===== src/rtl/core/qrb_pkg.sv =====
// shared constants, microcode types and the control store of the quadratic root finder
package qrb_pkg;

  // default word layout, signed fixed point
  localparam int unsigned WORD_BITS_DEF = 32;
  localparam int unsigned FRAC_BITS_DEF = 16;

  // halving counter width and step counter width
  localparam int unsigned STEPS_W = 6;
  localparam int unsigned UPC_W   = 4;

  // stop reason codes
  localparam logic STOP_NARROW   = 1'b0;
  localparam logic STOP_RESIDUAL = 1'b1;

  // datapath operations, one per control word
  typedef enum logic [3:0] {
    OP_INIT,
    OP_MUL_A,
    OP_ADD_B,
    OP_MUL_HI,
    OP_ADD_HI,
    OP_MUL_LO,
    OP_ADD_LO,
    OP_SIGN_LEFT,
    OP_DECIDE,
    OP_CHECK
  } op_e;

  // sequencing conditions
  typedef enum logic [2:0] {
    C_NEXT,
    C_GOTO,
    C_PHASE,
    C_RESID,
    C_WIDTH
  } cond_e;

  // one control word
  typedef struct packed {
    op_e                op;
    cond_e              cond;
    logic [UPC_W-1:0]   target;
  } uword_t;

  // program addresses
  localparam logic [UPC_W-1:0] U_INIT      = UPC_W'(0);
  localparam logic [UPC_W-1:0] U_MUL_A     = UPC_W'(1);
  localparam logic [UPC_W-1:0] U_ADD_B     = UPC_W'(2);
  localparam logic [UPC_W-1:0] U_MUL_HI    = UPC_W'(3);
  localparam logic [UPC_W-1:0] U_ADD_HI    = UPC_W'(4);
  localparam logic [UPC_W-1:0] U_MUL_LO    = UPC_W'(5);
  localparam logic [UPC_W-1:0] U_ADD_LO    = UPC_W'(6);
  localparam logic [UPC_W-1:0] U_SIGN_LEFT = UPC_W'(7);
  localparam logic [UPC_W-1:0] U_DECIDE    = UPC_W'(8);
  localparam logic [UPC_W-1:0] U_CHECK     = UPC_W'(9);
  localparam logic [UPC_W-1:0] U_LAST      = U_CHECK;

  // control store: evaluate f(left) once, then loop over check, evaluate, decide
  function automatic uword_t ucode(input logic [UPC_W-1:0] upc);
    uword_t w;
    w = '{op: OP_INIT, cond: C_NEXT, target: U_INIT};
    case (upc)
      U_INIT:      w = '{op: OP_INIT,      cond: C_NEXT,  target: U_INIT};
      U_MUL_A:     w = '{op: OP_MUL_A,     cond: C_NEXT,  target: U_INIT};
      U_ADD_B:     w = '{op: OP_ADD_B,     cond: C_NEXT,  target: U_INIT};
      U_MUL_HI:    w = '{op: OP_MUL_HI,    cond: C_NEXT,  target: U_INIT};
      U_ADD_HI:    w = '{op: OP_ADD_HI,    cond: C_NEXT,  target: U_INIT};
      U_MUL_LO:    w = '{op: OP_MUL_LO,    cond: C_NEXT,  target: U_INIT};
      U_ADD_LO:    w = '{op: OP_ADD_LO,    cond: C_PHASE, target: U_DECIDE};
      U_SIGN_LEFT: w = '{op: OP_SIGN_LEFT, cond: C_GOTO,  target: U_CHECK};
      U_DECIDE:    w = '{op: OP_DECIDE,    cond: C_RESID, target: U_CHECK};
      U_CHECK:     w = '{op: OP_CHECK,     cond: C_WIDTH, target: U_MUL_A};
      default:     w = '{op: OP_CHECK,     cond: C_WIDTH, target: U_MUL_A};
    endcase
    return w;
  endfunction

endpackage


===== src/rtl/core/quadratic_root_bisection.sv =====
// bisection root finder for a fixed point quadratic, driven by a microcoded sequencer
//
// Usage: present coef_a/b/c and the interval ends with start_i; the item is taken on a
// clock edge where start_i is high and busy_o is low. busy_o stays high until the result
// is out. One result per item appears on root_o, steps_o and stop_reason_o for exactly
// one cycle, marked by done_o; the receiver cannot hold it off. A new item may be
// started in the cycle where done_o is shown.
// A run evaluates f(left) once, then halves the interval until it is narrow enough or
// the halving cap is hit, or until the residual test stops the run during a halving.
// Each halving runs 8 control words: check, the residual with three passes through the
// single 34 x 32 multiplier plus three adds, and decide.
// The user must write tolerance with cfg_we_i/cfg_wdata_i only while the block is idle;
// the block itself does not enforce this.
// Reset clears the sequencer and loads tolerance with round(0.001 * 2^FRAC_BITS).
module quadratic_root_bisection #(
  parameter int unsigned WORD_BITS = qrb_pkg::WORD_BITS_DEF,
  parameter int unsigned FRAC_BITS = qrb_pkg::FRAC_BITS_DEF
) (
  input  logic                             clk_i,
  input  logic                             rst_ni,
  input  logic                             start_i,
  output logic                             busy_o,
  input  logic                             cfg_we_i,
  input  logic [WORD_BITS-2:0]             cfg_wdata_i,
  input  logic signed [WORD_BITS-1:0]      coef_a_i,
  input  logic signed [WORD_BITS-1:0]      coef_b_i,
  input  logic signed [WORD_BITS-1:0]      coef_c_i,
  input  logic signed [WORD_BITS-1:0]      right_end_i,
  input  logic signed [WORD_BITS-1:0]      left_end_i,
  output logic                             done_o,
  output logic signed [WORD_BITS-1:0]      root_o,
  output logic [qrb_pkg::STEPS_W-1:0]      steps_o,
  output logic                             stop_reason_o
);

  localparam int unsigned W     = WORD_BITS;
  localparam int unsigned TOL_W = W - 1;
  // a*x + b*2^F
  localparam int unsigned TW    = ((2*W > W+FRAC_BITS) ? 2*W : W+FRAC_BITS) + 2;
  localparam int unsigned MA_W  = TW - W;
  localparam int unsigned PW    = MA_W + W;
  // f scaled by 2^(3F)
  localparam int unsigned ACC_W = ((3*W > W+2*FRAC_BITS) ? 3*W : W+2*FRAC_BITS) + 4;
  localparam int unsigned SW    = qrb_pkg::STEPS_W;
  localparam logic [TOL_W-1:0] TOL_RST = TOL_W'(((1 << FRAC_BITS) + 500) / 1000);
  localparam logic [SW-1:0]    MAX_STEPS = SW'(W + 8);

  // control registers
  logic                          busy_q, busy_d;
  logic                          done_q, done_d;
  logic                          phase_q, phase_d;
  logic [qrb_pkg::UPC_W-1:0]     upc_q, upc_d;
  logic [TOL_W-1:0]              tol_q, tol_d;
  logic [SW-1:0]                 steps_q, steps_d;
  logic                          reason_q, reason_d;

  // datapath registers
  logic signed [W-1:0]           a_q, b_q, c_q;
  logic signed [W-1:0]           left_q, left_d, right_q, right_d;
  logic signed [W-1:0]           x_q, x_d, ev_q, ev_d;
  logic signed [PW-1:0]          prod_q, prod_d;
  logic signed [TW-1:0]          acc_q, acc_d;
  logic signed [ACC_W-1:0]       f_q, f_d;
  logic                          sl_neg_q, sl_neg_d, sl_zero_q, sl_zero_d;

  qrb_pkg::uword_t               uw;
  logic                          accept;
  logic                          finish;
  logic signed [W:0]             sum_lr, diff_lr;
  logic [W:0]                    width_lr;
  logic signed [W-1:0]           mid;
  logic                          stop_width;
  logic signed [ACC_W-1:0]       thr;
  logic                          f_small, f_neg, f_zero, flip;
  logic signed [MA_W-1:0]        ma;
  logic signed [PW-1:0]          mul_p;

  assign accept = start_i && !busy_q;
  assign uw     = qrb_pkg::ucode(upc_q);

  // midpoint and interval width
  assign sum_lr     = (W+1)'(left_q) + (W+1)'(right_q);
  assign mid        = sum_lr[W:1];
  assign diff_lr    = (W+1)'(right_q) - (W+1)'(left_q);
  assign width_lr   = diff_lr[W] ? (W+1)'(-diff_lr) : (W+1)'(diff_lr);
  assign stop_width = (width_lr <= (W+1)'(tol_q)) || (steps_q >= MAX_STEPS);

  // residual tests on the last evaluation
  assign thr     = ACC_W'(tol_q) <<< (2*FRAC_BITS);
  assign f_small = (f_q < thr) && (f_q > -thr);
  assign f_neg   = f_q[ACC_W-1];
  assign f_zero  = (f_q == '0);
  assign flip    = !sl_zero_q && !f_zero && (sl_neg_q != f_neg);

  // shared multiplier operand select
  always_comb begin
    case (uw.op)
      qrb_pkg::OP_MUL_A:  ma = MA_W'(a_q);
      qrb_pkg::OP_MUL_HI: ma = acc_q[TW-1:W];
      qrb_pkg::OP_MUL_LO: ma = $signed(MA_W'({1'b0, acc_q[W-1:0]}));
      default:            ma = '0;
    endcase
  end

  assign mul_p = ma * ev_q;

  // sequencer: next step and end of run
  always_comb begin
    upc_d    = upc_q;
    busy_d   = busy_q;
    done_d   = 1'b0;
    reason_d = reason_q;
    finish   = 1'b0;
    if (accept) begin
      upc_d  = qrb_pkg::U_INIT;
      busy_d = 1'b1;
    end else if (busy_q) begin
      case (uw.cond)
        qrb_pkg::C_NEXT:  upc_d = qrb_pkg::UPC_W'(upc_q + 1'b1);
        qrb_pkg::C_GOTO:  upc_d = uw.target;
        qrb_pkg::C_PHASE: upc_d = phase_q ? uw.target : qrb_pkg::UPC_W'(upc_q + 1'b1);
        qrb_pkg::C_RESID: begin
          upc_d = uw.target;
          if (f_small) begin
            finish   = 1'b1;
            reason_d = qrb_pkg::STOP_RESIDUAL;
          end
        end
        qrb_pkg::C_WIDTH: begin
          upc_d = uw.target;
          if (stop_width) begin
            finish   = 1'b1;
            reason_d = qrb_pkg::STOP_NARROW;
          end
        end
        default: upc_d = uw.target;
      endcase
      if (finish) begin
        busy_d = 1'b0;
        done_d = 1'b1;
        upc_d  = qrb_pkg::U_INIT;
      end
    end
  end

  // datapath operations
  always_comb begin
    left_d    = left_q;
    right_d   = right_q;
    x_d       = x_q;
    ev_d      = ev_q;
    prod_d    = prod_q;
    acc_d     = acc_q;
    f_d       = f_q;
    sl_neg_d  = sl_neg_q;
    sl_zero_d = sl_zero_q;
    steps_d   = steps_q;
    phase_d   = phase_q;
    if (accept) begin
      left_d  = left_end_i;
      right_d = right_end_i;
      steps_d = '0;
      phase_d = 1'b0;
    end else if (busy_q) begin
      case (uw.op)
        qrb_pkg::OP_INIT: begin
          ev_d = left_q;
          x_d  = mid;
        end
        qrb_pkg::OP_MUL_A, qrb_pkg::OP_MUL_HI, qrb_pkg::OP_MUL_LO: prod_d = mul_p;
        qrb_pkg::OP_ADD_B: acc_d = TW'(prod_q) + (TW'(b_q) <<< FRAC_BITS);
        qrb_pkg::OP_ADD_HI: f_d = (ACC_W'(prod_q) <<< W) + (ACC_W'(c_q) <<< (2*FRAC_BITS));
        qrb_pkg::OP_ADD_LO: f_d = f_q + ACC_W'(prod_q);
        qrb_pkg::OP_SIGN_LEFT: begin
          sl_neg_d  = f_neg;
          sl_zero_d = f_zero;
          phase_d   = 1'b1;
        end
        qrb_pkg::OP_DECIDE: begin
          if (!f_small) begin
            if (flip) begin
              right_d = x_q;
            end else begin
              left_d    = x_q;
              sl_neg_d  = f_neg;
              sl_zero_d = f_zero;
            end
            steps_d = SW'(steps_q + 1'b1);
          end
        end
        qrb_pkg::OP_CHECK: begin
          if (!stop_width) begin
            x_d  = mid;
            ev_d = mid;
          end
        end
        default: ;
      endcase
    end
  end

  // tolerance register
  always_comb begin
    tol_d = tol_q;
    if (cfg_we_i) begin
      tol_d = cfg_wdata_i;
    end
  end

  // control state
  always_ff @(posedge clk_i or negedge rst_ni) begin
    if (!rst_ni) begin
      busy_q   <= 1'b0;
      done_q   <= 1'b0;
      phase_q  <= 1'b0;
      upc_q    <= qrb_pkg::U_INIT;
      tol_q    <= TOL_RST;
      steps_q  <= '0;
      reason_q <= qrb_pkg::STOP_NARROW;
    end else begin
      busy_q   <= busy_d;
      done_q   <= done_d;
      phase_q  <= phase_d;
      upc_q    <= upc_d;
      tol_q    <= tol_d;
      steps_q  <= steps_d;
      reason_q <= reason_d;
    end
  end

  // payload registers
  always_ff @(posedge clk_i) begin
    if (accept) begin
      a_q <= coef_a_i;
      b_q <= coef_b_i;
      c_q <= coef_c_i;
    end
    left_q    <= left_d;
    right_q   <= right_d;
    x_q       <= x_d;
    ev_q      <= ev_d;
    prod_q    <= prod_d;
    acc_q     <= acc_d;
    f_q       <= f_d;
    sl_neg_q  <= sl_neg_d;
    sl_zero_q <= sl_zero_d;
  end

  assign busy_o        = busy_q;
  assign done_o        = done_q;
  assign root_o        = x_q;
  assign steps_o       = steps_q;
  assign stop_reason_o = reason_q;

  // a result only follows a run
  a_done_after_busy: assert property (@(posedge clk_i) disable iff (!rst_ni)
    done_o |-> $past(busy_q))
    else $error("result strobe without a run");

  // an accepted item starts a run
  a_start_busy: assert property (@(posedge clk_i) disable iff (!rst_ni)
    (start_i && !busy_o) |=> (busy_q && upc_q == qrb_pkg::U_INIT))
    else $error("accepted item did not start the sequencer");

  // step counter stays inside the program
  a_upc_range: assert property (@(posedge clk_i) disable iff (!rst_ni)
    busy_q |-> (upc_q <= qrb_pkg::U_LAST))
    else $error("step counter outside the control store");

  // halving count never passes the cap
  a_steps_cap: assert property (@(posedge clk_i) disable iff (!rst_ni)
    done_o |-> (steps_o <= MAX_STEPS))
    else $error("halving count beyond cap");

  // a width stop below the cap means the interval really is narrow
  a_width_stop: assert property (@(posedge clk_i) disable iff (!rst_ni)
    (done_o && stop_reason_o == qrb_pkg::STOP_NARROW && steps_o != MAX_STEPS)
      |-> (width_lr <= (W+1)'(tol_q)))
    else $error("width stop with a wide interval");

endmodule


===== config.mk =====
export PLATFORM = sky130hd
export DESIGN_NAME = quadratic_root_bisection
export DESIGN_NICKNAME = d
export VERILOG_FILES = /design/src/rtl/core/qrb_pkg.sv /design/src/rtl/core/quadratic_root_bisection.sv
export SDC_FILE = /design/constraint.sdc
export NUM_CORES = 2
export LEC_CHECK = 0
export BUFFER_PORTS_ARGS = -buffer_cell sky130_fd_sc_hd__buf_4
export CELL_PAD_IN_SITES_DETAIL_PLACEMENT = 0
export CELL_PAD_IN_SITES_GLOBAL_PLACEMENT = 1
export CORE_AREA = 4 4 443 445
export DETAILED_ROUTE_END_ITERATION = 16
export DIE_AREA = 0 0 447 449
export PLACE_DENSITY_LB_ADDON = 0.1
export SYNTH_ARGS = -nofsm -noshare
export SYNTH_HDL_FRONTEND = slang
export SYNTH_SLANG_ARGS = --single-unit

===== constraint.sdc =====
create_clock -name clk_i -period 24 [get_ports clk_i]
set_input_delay 1.2 -clock clk_i [delete_from_list [all_inputs] [get_ports clk_i]]
set_output_delay 1.2 -clock clk_i [all_outputs]
set_load 0.05 [all_outputs]

Yosys cells after proc, flatten, opt, wreduce, memory -nomap -nowiden
Memory sizes are Yosys's and may differ from the RTL's.
Index checks and enable logic that the tools add are counted.
{"block": "totals", "register_bits": 503, "romBits": 144, "input_bits": 195, "out_inout_bits": 41, "wordCells": 133, "n_memories": 1}
{"name": "(no name shown)", "words": 16, "width": 9, "read_ports": 1, "rd_clocked_by_memory_dff": 0, "write_ports": 0, "line_no": "qrb_pkg.sv:63", "text": "case (upc)"}
{"block": "classes", "n_addsub": 9, "mul": 1, "n_lt_le_gt_ge": 4, "eq_ne": 20, "muxes": 48, "n_bitwise": 1, "n_reduce_logical": 30}
{"operator": "two-way mux 32 bit", "n": 11}
{"operator": "case mux 100 bit (2 select lines)", "n": 1}
{"operator": "case mux 32 bit (2 select lines)", "n": 2}
{"operator": "case mux 34 bit (3 select lines)", "n": 1}
{"operator": "adder 100 x 66 -> 100 bit", "n": 1}
{"operator": "> comparator 100 bit", "n": 1}
{"operator": "zero test 100 bit", "n": 1}
{"operator": "less-than comparator 100 x 64 -> 1 bit", "n": 1}
{"operator": "negation 63 -> 100 bit", "n": 1}
{"operator": "adder 98 x 64 -> 99 bit", "n": 1}
{"operator": "adder 66 x 48 -> 66 bit", "n": 1}
{"operator": "multiplier 34 x 32 -> 66 bit", "n": 1}
{"operator": "adder 32 x 32 -> 33 bit", "n": 1}
{"operator": "less-or-equal comparator 33 x 31 -> 1 bit", "n": 1}
{"operator": "two-way mux 33 bit", "n": 1}
{"operator": "negation 33 bit", "n": 1}
{"operator": "subtractor 32 x 32 -> 33 bit", "n": 1}
{"operator": "two-way mux 6 bit", "n": 4}
{"operator": "two-way mux 1 bit", "n": 19}
{"operator": "== test 4 x 3 -> 1 bit (second input constant)", "n": 4}
{"operator": "two-way mux 4 bit", "n": 4}
{"operator": "nonzero test 2 bit", "n": 8}
{"operator": "!= test 2 bit (second input constant)", "n": 7}
{"operator": "AND reduction 3 bit", "n": 4}
{"operator": "21 further kinds", "n": 35}

Longest topological paths before layout
{"block": "depth", "depth_word": 12, "depth_mapped": 37, "depth_no_buf": 34}

Least setup slack after synthesis
OpenSTA, ideal clock, no wires.
{"block": "synth_timing", "path_type": "reg2reg", "startpoint": "register upc_q[1] (netlist name)", "endpoint": "register prod_q[62], data pin", "setup_ns": 0.260, "t_arrival_ns": 8.859, "required_ns": 23.740, "slack_ns": 14.881, "stages_incl_launch_ff": 30, "n_path_buf": 3, "synth_period_minus_slack_ns": 9.119, "path_cell_list": "dfrtp_1 -> clkbuf_1 -> clkbuf_1 -> nand2_1 -> a211oi_1 -> clkbuf_1 -> nand2_1 -> inv_1 -> fa_1 -> fa_1 -> inv_1 -> fa_1 -> inv_1 -> fa_1 -> inv_1 -> fa_1 -> inv_1 -> fa_1 -> fa_1 -> inv_1 -> fa_1 -> inv_1 -> ha_1 -> nand2_1 -> or3_1 -> o21a_1 -> o211ai_1 -> a31o_2 -> a21oi_1 -> xnor2_1"}
{"block": "synth_via", "elab_chain_cells": 4, "elab_cells_between_ends": 6, "cone_classes": "1 x mul; 3 x eq/ne; 1 x mux; 1 x memory"}
{"item": "start, declared", "line_no": "quadratic_root_bisection.sv:52", "text": "logic [qrb_pkg::UPC_W-1:0] upc_q, upc_d;"}
{"item": "start signal, assigned", "line_no": "quadratic_root_bisection.sv:216", "text": "upc_q <= qrb_pkg::U_INIT;"}
{"item": "start signal, assigned", "line_no": "quadratic_root_bisection.sv:224", "text": "upc_q <= upc_d;"}
{"item": "memory read (16 x 9 bit) (*)"}
{"item": "== test 4 x 3 -> 1 bit (tied with other cells)", "line_no": "quadratic_root_bisection.sv:97", "text": "case (uw.op)"}
{"item": "case mux 34 bit (3 select lines) (*)", "line_no": "quadratic_root_bisection.sv:97"}
{"item": "multiplier 34 x 32 -> 66 bit (*)", "line_no": "quadratic_root_bisection.sv:105", "text": "assign mul_p = ma * ev_q;"}
{"item": "net mul_p[62]", "line_no": "quadratic_root_bisection.sv:76", "text": "logic signed [PW-1:0] mul_p;"}
{"item": "end signal, assigned", "line_no": "quadratic_root_bisection.sv:242", "text": "prod_q <= prod_d;"}
{"item": "end, declared", "line_no": "quadratic_root_bisection.sv:61", "text": "logic signed [PW-1:0] prod_q, prod_d;"}
Mark *: on every way through the listed nets, which the timed path passes. The rest lies on a longest branch.
A chain may end at the register's enable or synchronous reset.

Final worst setup path
{"block": "layout_timing", "startpoint": "register upc_q[2] (netlist name)", "endpoint": "register prod_q[65], data pin"}
The elaborated chain is that of the path after synthesis.

==> flow_summary.yaml <==
floorplan:
  initial_core_util_pct: 39.9
  row_count: 161
  io_pins: 236
  dieWidth_um: 447
  chipHeight_um: 449
  core_region_area_um2: 192000
  dieArea_um2: 201000
placed_design:
  place_inst: 10779
  post-dp-hpwl_mm: 206
  io_buffer_count: 235
  place.gp.congestion: 0.917
min_path:
  hp-class: "primary input to asynchronous set/reset pin"
critical_path:
  max_stage_delay_ns: 1.03
  critPathArrivalTime_ns: 11.04
  cp.required_ns: 24.42
  cp_max_fo: 44
  cp_slowest_cell: "a2111oi_1"
  crit_top_cell: "fa_1"
  crit_family: "adder cells"
  path_class: "flip-flop to flip-flop"
  startpoint_type: "flip-flop"
  cp_num_buf_inv: 8
  cp-end-kind: "flip-flop"
final_layout:
  drive_gt1_share_pct: 6.27
  area_growth_pct: 8.61
  finish.net_count: 10270
  fin_cells: 10905
detailed_routing:
  initialDrtViolationCount: 4009
  wl_mm: 264
  vias_per_cell: 5.42
  drc: 0
  drt-pass1-iter-count: 5
  ant_nets: 0
  vias: 59141
  wire_per_inst_um: 24.2
sta:
  maxSlewHeadroom_pct: 17.3
  worst_pin_slew_ns: 1.23
  fmax_ghz: 0.0942
  fin_setup_tns_ns: 0
  hold_viol_final: 0
  finalSetupViolCount: 0
  finalCriticalPeriod_ns: 10.61
  rsz0062_at_grt: "no"
  fin_crit_sh_pct: 44.2
  slew_viol_final: 0
  finClkSkew_ns: 0.0283
clocking:
  clk_pin_slew_worst_paths_ns: 0.06
  cts_buffer_depth: 3
  htree_levels: 3
  cts_tree: "built"
  clock-root-buffer: "clkbuf_16"
  cts_setup_buffers: 0
  clk_latency_ns: 0.70
  ctsHoldBuffers: 0
  clkSinkCount: 503
  numCtsBuffers: 68
  cts.repair.resized: 0
synth:
  netlist.top_cell.by_area: "fa_1"
  synth_area_um2: 76700
  synth_nets: 10262
  yosysMostFrequentCell: "inv_1"
  synth_area_per_cell_um2: 9.22
  synth-async-reset-ratio_pct: 8.95
  synth_area_leaders: "fa_1 (30%), edfxtp_1 (18%), ha_1 (9.9%), inv_1 (6.4%), nand2_1 (4.9%)"
  yosys_most_used_dff: "edfxtp_1"
  ys_ff_latch: 503
  synth_edf_count: 458
  syn_inst: 8315
  synth.top_cell.area_share_pct: 29.9
  ys_seq_area_share_pct: 19.4
  yosysWarnings: 0
  ys_types: 89
  synth_commonest_cells: "inv_1 (1315), fa_1 (1147), nand2_1 (997)"
grt:
  grt_pass1_vias: 61872
  antenna_found_initial: 11
  grt_max_degree: 71
  overflow: 0
  track_usage_pct: 26.4
  grt_pass1_wl_mm: 399
outcome:
  outcome: "completed"
flow_run:
  drv_cap: 0
==> worst register-to-register path, delay by kind of cell, from the launching register on <==
family,cells,cell delay (ns)
fa+ha+maj,9,4.45
compound gates,10,3.16
buf+inv,8,1.19
simple gates,5,0.75
mux,1,0.37
flops,1,0.34
xor+xnor,1,0.08
==> placed cells by master, fill, tap and decap left out, types with 44 or more instances in the layout <==
cell	instances
a211oi_1	44
a21o_1	236
a21oi_1	446
a31oi_1	50
and2_1	548
buf_4	332
clkbuf_16	69
edfxtp_1	458
fa_1	1147
ha_1	605
inv_1	1315
nand2_1	995
nand2b_1	45
nand3_1	94
nand4_1	104
nor2_1	346
nor2b_1	58
nor3_1	103
nor4_1	56
o21a_1	50
o21ai_0	302
o21bai_1	59
xnor2_1	267
xor2_1	106
==> flip-flops by register name (all words and copies together), names as in the netlist <==
register	cells
f_q	100
acc_q	66
prod_q	66
a_q	32
b_q	32
c_q	32
ev_q	32
left_q	32
right_q	32
root_o	32
tol_q	31
steps_o	6
upc_q	4
busy_o	1
done_o	1
phase_q	1
sl_neg_q	1
sl_zero_q	1
stop_reason_o	1
==> cells by family after synthesis <==
group / share of synthesized area [%]
compound gates: 11.5
xor+xnor: 4.26
fa+ha+maj: 39.8
buf+inv: 8.42
flops: 19.4
mux: 0.666
simple gates: 16.0
==> stage by stage <==
| stage | hold slack [ns] | utilization (%) | area, um2 | setup WS (ns) |
|---|---|---|---|---|
| after global placement | 0.540 | 42.2 | 81000 | 13.51 |
| after global routing | 0.557 | 43.3 | 83300 | 12.84 |
| after floorplan | 0.461 | - | 76700 | 14.88 |
| after CTS | 0.492 | 43.3 | 83300 | 13.43 |
| after detailed placement | 0.559 | 42.2 | 81000 | 13.47 |
| final | 0.529 | 43.3 | 83300 | 13.39 |
==> final timing paths <==
| kind | start | endpoint | slack (ns) | depth (start not counted) |
|---|---|---|---|---|
| min reg2reg | steps_o[4] | steps_o[4] | 0.57 | 1 |
| max reg2reg | upc_q[2] | prod_q[65] | 13.39 | 34 |
| min in group clk_i | steps_o[4] | steps_o[4] | 0.57 | 1 |
| max in group asynchronous | rst_ni | upc_q[2] | 22.97 | 1 |
| max | upc_q[2] | prod_q[65] | 13.39 | 34 |
| min | rst_ni | tol_q[17] | 0.53 | 1 |
==> area by class of cell <==
cell class	count	area (um2)
Antenna cell	4	10.0
Clock buffer	83	1790
Clock inverter	39	457
Fill cell	19198	109000
Inverter	1318	4950
Multi-Input combinational cell	6100	55500
Sequential cell	503	14900
Tap cell	2526	3160
Timing Repair Buffer	332	2490
==> per-layer routing <==
| layer | part of all wire [%] | GRT usage (%) |
|---|---|---|
| met1 | 45 | 37.2 |
| met4 | 3.6 | 8.58 |
| met2 | 47 | 42.8 |
| met3 | 4.7 | 2.62 |
| met5 | 0 | 0 |
Power is not shown: default switching activity piles up to over one toggle a cycle in this logic, so the estimate is an artifact.
